$ cat src/rtl/assert_macros.svh
// Assertion macros for the escape-time pixel core.
// Full property checks in simulation; empty bodies when SYNTHESIS is defined.
`ifndef ASSERT_MACROS_SVH
`define ASSERT_MACROS_SVH

`ifndef SYNTHESIS

`define MBE_ASSERT_ALWAYS(label, clk, rst, cond) \
   label: assert property (@(posedge clk) disable iff (rst) (cond)) \
      else $error("assertion failed: invariant");

`define MBE_ASSERT_IMPLIES(label, clk, rst, ante, cons) \
   label: assert property (@(posedge clk) disable iff (rst) (ante) |-> (cons)) \
      else $error("assertion failed: same-cycle implication");

`define MBE_ASSERT_NEXT(label, clk, rst, ante, cons) \
   label: assert property (@(posedge clk) disable iff (rst) (ante) |=> (cons)) \
      else $error("assertion failed: next-cycle implication");

`else

`define MBE_ASSERT_ALWAYS(label, clk, rst, cond)
`define MBE_ASSERT_IMPLIES(label, clk, rst, ante, cons)
`define MBE_ASSERT_NEXT(label, clk, rst, ante, cons)

`endif

`endif

$ cat src/rtl/mbe_pkg.sv
// Shared types, constants and helpers for the escape-time pixel core.
// No dependencies; used by mbe_csr_regs and the top level.
`default_nettype none

package mbe_pkg;

   localparam int unsigned IMAGE_SIZE    = 1024;
   localparam int unsigned FRACTION_BITS = 28;

   localparam int unsigned COORD_W = 10;
   localparam int unsigned INDEX_W = 20;
   localparam int unsigned COUNT_W = 16;
   localparam int unsigned COLOR_W = 32;
   localparam int unsigned VALUE_W = 32;
   localparam int unsigned STEP_W  = 31;
   localparam int unsigned PROD_W  = 2 * VALUE_W;
   localparam int unsigned CSR_INDEX_W = 3;
   localparam int unsigned CSR_DATA_W  = 32;

   // |z|^2 carries 2*FRACTION_BITS fraction bits; 4.0 sits two bits above that
   localparam int unsigned ESCAPE_SHIFT = 2 * FRACTION_BITS + 2;
   localparam bit          ESCAPE_ON    = (ESCAPE_SHIFT < PROD_W);
   localparam logic [PROD_W:0] ESCAPE_BOUND =
      ESCAPE_ON ? ((PROD_W + 1)'(1) << ESCAPE_SHIFT) : '0;

   localparam logic [CSR_INDEX_W-1:0] CSR_PIXEL_STEP      = 3'd0;
   localparam logic [CSR_INDEX_W-1:0] CSR_OFFSET_REAL     = 3'd1;
   localparam logic [CSR_INDEX_W-1:0] CSR_OFFSET_IMAG     = 3'd2;
   localparam logic [CSR_INDEX_W-1:0] CSR_BASE_COLOR      = 3'd3;
   localparam logic [CSR_INDEX_W-1:0] CSR_ITERATION_LIMIT = 3'd4;

   localparam logic [STEP_W-1:0]  RESET_PIXEL_STEP      = 31'd787201;
   localparam logic [VALUE_W-1:0] RESET_OFFSET_REAL     = 32'hDF333333;
   localparam logic [VALUE_W-1:0] RESET_OFFSET_IMAG     = 32'hEB333333;
   localparam logic [COLOR_W-1:0] RESET_BASE_COLOR      = 32'd13172733;
   localparam logic [COUNT_W-1:0] RESET_ITERATION_LIMIT = 16'd100;

   typedef struct packed {
      logic [COORD_W-1:0] pixel_x;
      logic [COORD_W-1:0] pixel_y;
   } req_type;

   typedef struct packed {
      logic [INDEX_W-1:0] pixel_index;
      logic [COUNT_W-1:0] iteration_count;
      logic [COLOR_W-1:0] pixel_color;
   } rsp_type;

   typedef struct packed {
      logic [STEP_W-1:0]  pixel_step;
      logic [VALUE_W-1:0] offset_real;
      logic [VALUE_W-1:0] offset_imag;
      logic [COLOR_W-1:0] base_color;
      logic [COUNT_W-1:0] iteration_limit;
   } cfg_type;

   function automatic logic signed [VALUE_W-1:0] sat_value(input logic signed [PROD_W-1:0] v);
      logic signed [PROD_W-1:0] hi;
      logic signed [PROD_W-1:0] lo;
      hi = {{(PROD_W - VALUE_W + 1){1'b0}}, {(VALUE_W - 1){1'b1}}};
      lo = ~hi;
      if (v > hi) begin
         return hi[VALUE_W-1:0];
      end else if (v < lo) begin
         return lo[VALUE_W-1:0];
      end
      return v[VALUE_W-1:0];
   endfunction

   function automatic logic signed [PROD_W-1:0] sext_value(input logic [VALUE_W-1:0] v);
      return $signed({{(PROD_W - VALUE_W){v[VALUE_W-1]}}, v});
   endfunction

endpackage

`default_nettype wire

$ cat src/rtl/mbe_csr_regs.sv
// Configuration register file for the escape-time pixel core.
// Depends on mbe_pkg for register indexes, reset values and cfg_type.
`default_nettype none

module mbe_csr_regs (
   input  wire logic                                clock,
   input  wire logic                                reset,
   input  wire logic                                csr_valid,
   output logic                                     csr_ready,
   input  wire logic [mbe_pkg::CSR_INDEX_W-1:0]     csr_index,
   input  wire logic [mbe_pkg::CSR_DATA_W-1:0]      csr_data,
   output mbe_pkg::cfg_type                         cfg
);

   mbe_pkg::cfg_type cfg_ff;
   mbe_pkg::cfg_type cfg_in;

   assign csr_ready = 1'b1;
   assign cfg       = cfg_ff;

   always_comb begin
      cfg_in = cfg_ff;
      if (csr_valid) begin
         case (csr_index)
            mbe_pkg::CSR_PIXEL_STEP: begin
               cfg_in.pixel_step = csr_data[mbe_pkg::STEP_W-1:0];
            end
            mbe_pkg::CSR_OFFSET_REAL: begin
               cfg_in.offset_real = csr_data[mbe_pkg::VALUE_W-1:0];
            end
            mbe_pkg::CSR_OFFSET_IMAG: begin
               cfg_in.offset_imag = csr_data[mbe_pkg::VALUE_W-1:0];
            end
            mbe_pkg::CSR_BASE_COLOR: begin
               cfg_in.base_color = csr_data[mbe_pkg::COLOR_W-1:0];
            end
            mbe_pkg::CSR_ITERATION_LIMIT: begin
               cfg_in.iteration_limit = csr_data[mbe_pkg::COUNT_W-1:0];
            end
            default: begin
               cfg_in = cfg_ff;
            end
         endcase
      end
   end

   always_ff @(posedge clock) begin
      if (reset) begin
         cfg_ff.pixel_step      <= mbe_pkg::RESET_PIXEL_STEP;
         cfg_ff.offset_real     <= mbe_pkg::RESET_OFFSET_REAL;
         cfg_ff.offset_imag     <= mbe_pkg::RESET_OFFSET_IMAG;
         cfg_ff.base_color      <= mbe_pkg::RESET_BASE_COLOR;
         cfg_ff.iteration_limit <= mbe_pkg::RESET_ITERATION_LIMIT;
      end else begin
         cfg_ff <= cfg_in;
      end
   end

endmodule

`default_nettype wire

$ cat src/rtl/mandelbrot_escape_time_pixel_core.sv
// Escape-time pixel core: maps a pixel to c, iterates z = z*z + c, returns count and color.
// Depends on mbe_pkg, mbe_csr_regs and assert_macros.svh.
//
//   channel | direction | handshake            | word
//   req     | in        | req_valid, req_stall | mbe_pkg::req_type
//   rsp     | out       | rsp_valid, rsp_stall | mbe_pkg::rsp_type
//   csr     | in        | csr_valid, csr_ready | csr_index, csr_data
//
// One signed 32x32 multiplier with a registered product forms zr^2, zi^2 and zr*zi in turn
// each iteration. Mapping the pixel to c and the color product use the same multiplier.
// Reset loads the register defaults and empties the result register; no clearing pass.
// A finished word waits in the result register, so the next pixel is accepted meanwhile;
// the core holds in its last step while that word is still stalled.
`default_nettype none

`include "assert_macros.svh"

module mandelbrot_escape_time_pixel_core (
   input  wire logic                            clock,
   input  wire logic                            reset,
   input  wire logic                            req_valid,
   output logic                                 req_stall,
   input  wire mbe_pkg::req_type                req_word,
   output logic                                 rsp_valid,
   input  wire logic                            rsp_stall,
   output mbe_pkg::rsp_type                     rsp_word,
   input  wire logic                            csr_valid,
   output logic                                 csr_ready,
   input  wire logic [mbe_pkg::CSR_INDEX_W-1:0] csr_index,
   input  wire logic [mbe_pkg::CSR_DATA_W-1:0]  csr_data
);

   typedef enum logic [2:0] {
      ST_IDLE,
      ST_CR,
      ST_CI,
      ST_SQI,
      ST_CROSS,
      ST_UPDATE,
      ST_FINISH,
      ST_COLOR
   } state_type;

   mbe_pkg::cfg_type cfg;

   state_type                               state_ff, state_in;
   logic [mbe_pkg::COORD_W-1:0]             py_ff, py_in;
   logic [mbe_pkg::INDEX_W-1:0]             index_ff, index_in;
   logic [mbe_pkg::COUNT_W-1:0]             limit_ff, limit_in;
   logic [mbe_pkg::COUNT_W-1:0]             count_ff, count_in;
   logic signed [mbe_pkg::VALUE_W-1:0]      cr_ff, cr_in;
   logic signed [mbe_pkg::VALUE_W-1:0]      ci_ff, ci_in;
   logic signed [mbe_pkg::VALUE_W-1:0]      zr_ff, zr_in;
   logic signed [mbe_pkg::VALUE_W-1:0]      zi_ff, zi_in;
   logic signed [mbe_pkg::VALUE_W-1:0]      nr_ff, nr_in;
   logic signed [mbe_pkg::PROD_W-1:0]       rr_ff, rr_in;
   logic signed [mbe_pkg::PROD_W-1:0]       prod_ff, prod_in;
   logic                                    rsp_valid_ff, rsp_valid_in;
   mbe_pkg::rsp_type                        rsp_word_ff, rsp_word_in;

   logic signed [mbe_pkg::VALUE_W-1:0]      mul_a;
   logic signed [mbe_pkg::VALUE_W-1:0]      mul_b;
   logic signed [mbe_pkg::VALUE_W-1:0]      step_s;
   logic [mbe_pkg::PROD_W:0]                mag;
   logic                                    escape;
   logic signed [mbe_pkg::PROD_W-1:0]       real_sum;
   logic signed [mbe_pkg::PROD_W-1:0]       imag_sum;
   logic [mbe_pkg::COUNT_W:0]               count_next;
   logic [mbe_pkg::INDEX_W+mbe_pkg::COORD_W+2:0] index_full;
   logic                                    out_free;

   mbe_csr_regs u_csr (
      .clock     (clock),
      .reset     (reset),
      .csr_valid (csr_valid),
      .csr_ready (csr_ready),
      .csr_index (csr_index),
      .csr_data  (csr_data),
      .cfg       (cfg)
   );

   assign req_stall = (state_ff != ST_IDLE);
   assign rsp_valid = rsp_valid_ff;
   assign rsp_word  = rsp_word_ff;

   assign step_s = $signed({1'b0, cfg.pixel_step});

   always_comb begin
      case (state_ff)
         ST_IDLE: begin
            mul_a = $signed(mbe_pkg::VALUE_W'(req_word.pixel_x));
            mul_b = step_s;
         end
         ST_CR: begin
            mul_a = $signed(mbe_pkg::VALUE_W'(py_ff));
            mul_b = step_s;
         end
         ST_CI: begin
            mul_a = zr_ff;
            mul_b = zr_ff;
         end
         ST_SQI: begin
            mul_a = zi_ff;
            mul_b = zi_ff;
         end
         ST_CROSS: begin
            mul_a = zr_ff;
            mul_b = zi_ff;
         end
         ST_UPDATE: begin
            mul_a = nr_ff;
            mul_b = nr_ff;
         end
         ST_FINISH, ST_COLOR: begin
            mul_a = $signed(cfg.base_color);
            mul_b = $signed(mbe_pkg::VALUE_W'(count_ff));
         end
         default: begin
            mul_a = '0;
            mul_b = '0;
         end
      endcase
   end

   assign mag    = {1'b0, rr_ff} + {1'b0, prod_ff};
   assign escape = mbe_pkg::ESCAPE_ON && (mag >= mbe_pkg::ESCAPE_BOUND);

   assign real_sum = ((rr_ff - prod_ff) >>> mbe_pkg::FRACTION_BITS)
                     + mbe_pkg::sext_value(cr_ff);
   assign imag_sum = (prod_ff >>> (mbe_pkg::FRACTION_BITS - 1))
                     + mbe_pkg::sext_value(ci_ff);

   assign count_next = {1'b0, count_ff} + 1'b1;
   assign index_full = ($bits(index_full))'(req_word.pixel_y)
                       * ($bits(index_full))'(mbe_pkg::IMAGE_SIZE)
                       + ($bits(index_full))'(req_word.pixel_x);
   assign out_free   = !rsp_valid_ff || !rsp_stall;

   always_comb begin
      state_in     = state_ff;
      py_in        = py_ff;
      index_in     = index_ff;
      limit_in     = limit_ff;
      count_in     = count_ff;
      cr_in        = cr_ff;
      ci_in        = ci_ff;
      zr_in        = zr_ff;
      zi_in        = zi_ff;
      nr_in        = nr_ff;
      rr_in        = rr_ff;
      prod_in      = mul_a * mul_b;
      rsp_valid_in = rsp_valid_ff && rsp_stall;
      rsp_word_in  = rsp_word_ff;

      case (state_ff)
         ST_IDLE: begin
            if (req_valid) begin
               py_in    = req_word.pixel_y;
               index_in = index_full[mbe_pkg::INDEX_W-1:0];
               limit_in = cfg.iteration_limit;
               count_in = '0;
               zr_in    = '0;
               zi_in    = '0;
               state_in = ST_CR;
            end
         end
         ST_CR: begin
            cr_in    = mbe_pkg::sat_value(prod_ff + mbe_pkg::sext_value(cfg.offset_real));
            state_in = ST_CI;
         end
         ST_CI: begin
            ci_in    = mbe_pkg::sat_value(prod_ff + mbe_pkg::sext_value(cfg.offset_imag));
            state_in = (limit_ff == '0) ? ST_FINISH : ST_SQI;
         end
         ST_SQI: begin
            rr_in    = prod_ff;
            state_in = ST_CROSS;
         end
         ST_CROSS: begin
            if (escape) begin
               state_in = ST_FINISH;
            end else begin
               nr_in    = mbe_pkg::sat_value(real_sum);
               state_in = ST_UPDATE;
            end
         end
         ST_UPDATE: begin
            zi_in    = mbe_pkg::sat_value(imag_sum);
            zr_in    = nr_ff;
            count_in = count_next[mbe_pkg::COUNT_W-1:0];
            state_in = (count_next == {1'b0, limit_ff}) ? ST_FINISH : ST_SQI;
         end
         ST_FINISH: begin
            state_in = ST_COLOR;
         end
         ST_COLOR: begin
            if (out_free) begin
               rsp_word_in.pixel_index     = index_ff;
               rsp_word_in.iteration_count = count_ff;
               rsp_word_in.pixel_color     = (count_ff == limit_ff) ? '0
                                             : prod_ff[mbe_pkg::COLOR_W-1:0];
               rsp_valid_in = 1'b1;
               state_in     = ST_IDLE;
            end
         end
         default: begin
            state_in = ST_IDLE;
         end
      endcase
   end

   always_ff @(posedge clock) begin
      py_ff       <= py_in;
      index_ff    <= index_in;
      cr_ff       <= cr_in;
      ci_ff       <= ci_in;
      zr_ff       <= zr_in;
      zi_ff       <= zi_in;
      nr_ff       <= nr_in;
      rr_ff       <= rr_in;
      prod_ff     <= prod_in;
      rsp_word_ff <= rsp_word_in;
      if (reset) begin
         state_ff     <= ST_IDLE;
         rsp_valid_ff <= 1'b0;
         limit_ff     <= '0;
         count_ff     <= '0;
      end else begin
         state_ff     <= state_in;
         rsp_valid_ff <= rsp_valid_in;
         limit_ff     <= limit_in;
         count_ff     <= count_in;
      end
   end

   `MBE_ASSERT_ALWAYS(a_count_within_limit, clock, reset, count_ff <= limit_ff)
   `MBE_ASSERT_IMPLIES(a_escape_before_limit, clock, reset, (state_ff == ST_CROSS) && escape, count_ff < limit_ff)
   `MBE_ASSERT_IMPLIES(a_inside_is_black, clock, reset, rsp_valid_ff && (rsp_word_ff.iteration_count == limit_ff), rsp_word_ff.pixel_color == '0)
   `MBE_ASSERT_NEXT(a_busy_after_accept, clock, reset, req_valid && !req_stall, req_stall)

endmodule

`default_nettype wire

$ cat config.mk
export PLATFORM = sky130hd
export DESIGN_NAME = mandelbrot_escape_time_pixel_core
export DESIGN_NICKNAME = d
export VERILOG_FILES = /design/src/rtl/mbe_pkg.sv /design/src/rtl/mbe_csr_regs.sv /design/src/rtl/mandelbrot_escape_time_pixel_core.sv
export VERILOG_INCLUDE_DIRS = /design/src /design/src/rtl
export SDC_FILE = /design/constraint.sdc
export NUM_CORES = 2
export LEC_CHECK = 0
export BUFFER_PORTS_ARGS = -buffer_cell sky130_fd_sc_hd__buf_4
export CORE_MARGIN = 4
export CORE_UTILIZATION = 55
export CTS_BUF_LIST = sky130_fd_sc_hd__clkbuf_4 sky130_fd_sc_hd__clkbuf_8 sky130_fd_sc_hd__clkbuf_16
export DETAILED_ROUTE_END_ITERATION = 8
export GPL_ROUTABILITY_DRIVEN = 0
export GPL_TIMING_DRIVEN = 0
export PLACE_DENSITY = 0.7
export SETUP_SLACK_MARGIN = 0.2
export SLEW_MARGIN = 10
export SYNTH_ARGS = -nofsm -noshare
export SYNTH_HDL_FRONTEND = slang
export SYNTH_SLANG_ARGS = --single-unit
$ cat constraint.sdc
create_clock -name clock -period 24.5 [get_ports clock]
set_clock_uncertainty 0.05 [all_clocks]
set_input_delay 6.125 -clock clock [delete_from_list [all_inputs] [get_ports clock]]
set_output_delay 6.125 -clock clock [all_outputs]
set_load 0.02 [all_outputs]
==> impl_results.md <==
* Area growth, synth to finish at 7.23%
* Hold EP: rsp_word[56]
* Async SR Flop Fraction at 0%
* Worst R2R Setup Slack at 11.35 ns
* Normalized max-slew margin at -1.77%
* Syn Nets at 9,976
* Distinct cells, synth at 96
* Share of cells above drive strength 1 at 3.95%
* Post-synthesis sequential area ratio at 19.5%
* R2r endpoint: prod_ff[63]
* Largest net degree at the start of global routing at 65
* M3 GR Usage at 13.0%
* Critical Path RT at 24.98 ns
* Ports at 131
* Initial Util at 55.5%
* Post-synthesis adder-cell area fraction at 38.5%
* Final Setup Violations at 0
* Levels on crit path at 33
* Die Area at 0.139 mm^2
* Worst r2r path cells at 34
* Slowest stage delay, CP at 0.87 ns
* First-pass GRT wire length at 396,000 um
* CTS root buffer: clkbuf_16
* Max-cap violations at 1
* Area fraction in compound gates after synthesis at 13.6%
* Clk pin slew, worst setup/hold paths at 0.07 ns
* CTS buffer count at 54
* Synth Area in XOR/XNOR at 3.84%
* Grt peak-use layer: met2
* Max Buffers Root-to-Sink at 3
* RSZ-0062 raised after global routing: no
* Largest area contributor in the netlist: fa_1
* Initial antenna violation count at 11
* GRT Total Usage at 37.9%
* Htree depth at 2
* Via count at 64,300
* Die height at 373 um
* Clock sinks at 555
* Vias in the first global route at 62,200
* Slew Viols, Final at 2
* Type of the worst min-delay path: reg -> reg
* DRT Pass-1 Iters at 9
* Skew-Pair Late Insertion Delay at 0.66 ns
* Avg Inst Size Synth at 8.79 um^2
* FMAX at 0.0624 GHz
* Synth warn at 0
* Slew @ Worst Pin at 1.51 ns
* CP bufs+invs at 7
* Failing checks: max-capacitance violations, max-slew violations
* Hold Slack at 0.360 ns
* Worst path most repeated cell: fa_1
* CP endpoint kind: flop
* Postcts setup bufs at 0
* Hold depth at 0
* Drt wl/cell at 25.9 um
* Core Rows at 133
* WP data arrival at 16.51 ns
* Mapped Cells at 8,318
* Slowest-stage cell, CP: a21oi_1
* Grt total ovfl at 0
* Mux cell area share after synthesis at 0.0992%
* #FFs+latches synth at 555
* Detailed-route DRC error count at 0
* Status: complete, but fails checks
* Synth area leaders: fa_1, edfxtp_1, ha_1
* Hold Vio Cnt, Final at 0
* Routed WL at 268,000 um
* Port-buffer cells at 128
* Drt via density at 6.23
* Reg2reg start: state_ff[2]
* Period Utilization, post-route at 65.4%
* Post-synth top area share at 29.8%
* Met1 Usage GRT at 50.2%
* Crit-path max FO at 10
* Synth Flop Type: edfxtp_1
* Largest family of logic cells by synthesized area: adder cells
* Met2 Use GR at 52.4%
* Total negative slack at 0 ns
* Setup CP Type: in -> reg
* CTS tree: built
* CTS Hold Bufs at 0
* Initial DRC Count at 8,969
* CP Launch Type: input pin
* Nets at 10,200
* Top delay family on crit path: adder cells
* Die W at 373 um
* Placed wire-length estimate at 218,000 um
* Inst Count DP at 10,200
* Synthesized area at 0.0731 mm^2
* Core area at 0.132 mm^2
* Synth Area in Simple Gates at 16.4%
* Final min period at 16.03 ns
* HP Start: index_ff[8]
* Post-cts gate resize count at 0
* Antenna viol nets, final at 0
* Post-synth EDFFs at 312
* Non-filler instance count after layout at 10,300
## metal layers
layer	up-vias	share of wire (%)
li1	27700	-
met1	31100	37
met5	-	0.0067
met2	4477	40
met4	2	8.5
met3	1049	15
## Yosys cell counts (all sizes together) (64+ instances only)
| library cell | number |
|---|---|
| nand2 | 1287 |
| inv | 1163 |
| fa | 1087 |
| nor2 | 645 |
| a21oi | 537 |
| ha | 511 |
| clkbuf | 382 |
| edfxtp | 312 |
| o21ai | 293 |
| dfxtp | 243 |
| xnor2 | 206 |
| a21o | 137 |
| nand3 | 123 |
| xor2 | 115 |
| nor3 | 105 |
| o21a | 92 |
| and3 | 74 |
| a31oi | 71 |
| nand3b | 69 |
| o21bai | 64 |
## worst register-to-register path: cells and delay by family, from the launching register on
family,cells,cell delay [ns]
adders and majority gates,9,4.66
AOI/OAI and AO/OA,8,3.06
and+or+nand+nor,10,2.45
buffers and inverters,6,2.30
DFF,1,0.39
xor gates and xnor gates,1,0.12
## metrics by stage
stage	util [%]	setup slack (ns)	instance area, um^2
after floorplan	-	10.01	73100
after global placement	57.9	7.94	76300
after detailed placement	58.0	8.07	76500
after CTS	59.4	8.70	78300
after global routing	59.5	8.20	78400
final	59.5	8.47	78400
## worst max path at each step
stage	to	slack (ns)	from
after floorplan	prod_ff[62]	10.01	req_word[15]
after global placement	prod_ff[63]	7.94	req_word[18]
after detailed placement	prod_ff[63]	8.07	req_word[17]
after CTS	prod_ff[63]	8.70	req_word[17]
after global routing	prod_ff[63]	8.20	req_word[13]
final	prod_ff[63]	8.47	req_word[13]
## cell usage in the layout, fill, tap and decap left out, types with 59 or more instances in the layout
master	n
xor2_1	115
o21a_1	92
ha_1	511
nand4_1	62
nand2b_1	59
a21o_1	137
fa_1	1086
xnor2_1	206
nor2_1	641
and3_1	74
clkbuf_16	59
inv_1	1162
buf_4	135
edfxtp_1	312
clkbuf_1	379
a22oi_1	60
nand3b_1	69
nand3_1	123
a31oi_1	71
a21oi_1	534
dfxtp_1	241
nor3_1	105
o21bai_1	64
nand2_1	1286
o21ai_0	243
## logic make-up after synthesis
family,Yosys count
AOI/OAI and AO/OA,1571
xor gates and xnor gates,321
adders and majority gates,1598
buffers and inverters,1573
DFF,555
muxes,7
other,1
and+or+nand+nor,2692
## layout make-up
type                    count  area [um^2]
diodes                     20         50.0
plain buffers             409         1580
clock buffers              75         1630
clock inverters            25          220
fillers                 11600        53400
inverters                1164         4370
multi-input cells        6190        53000
flip-flops and latches    555        14200
well taps                1755         2200
repair buffers            137         1110
## state kept, by name, indices dropped and copies added, names as in the netlist
name / cells
ci_ff: 32
count_ff: 16
cr_ff: 32
index_ff: 10
limit_ff: 16
nr_ff: 32
prod_ff: 64
py_ff: 10
rr_ff: 64
rsp_valid: 1
rsp_word: 68
state_ff: 3
u_csr.cfg: 143
zi_ff: 32
zr_ff: 32
Power is left out: the tool's default activity adds up to more than one toggle a clock period on the data nets, which glitch-free logic cannot reach.
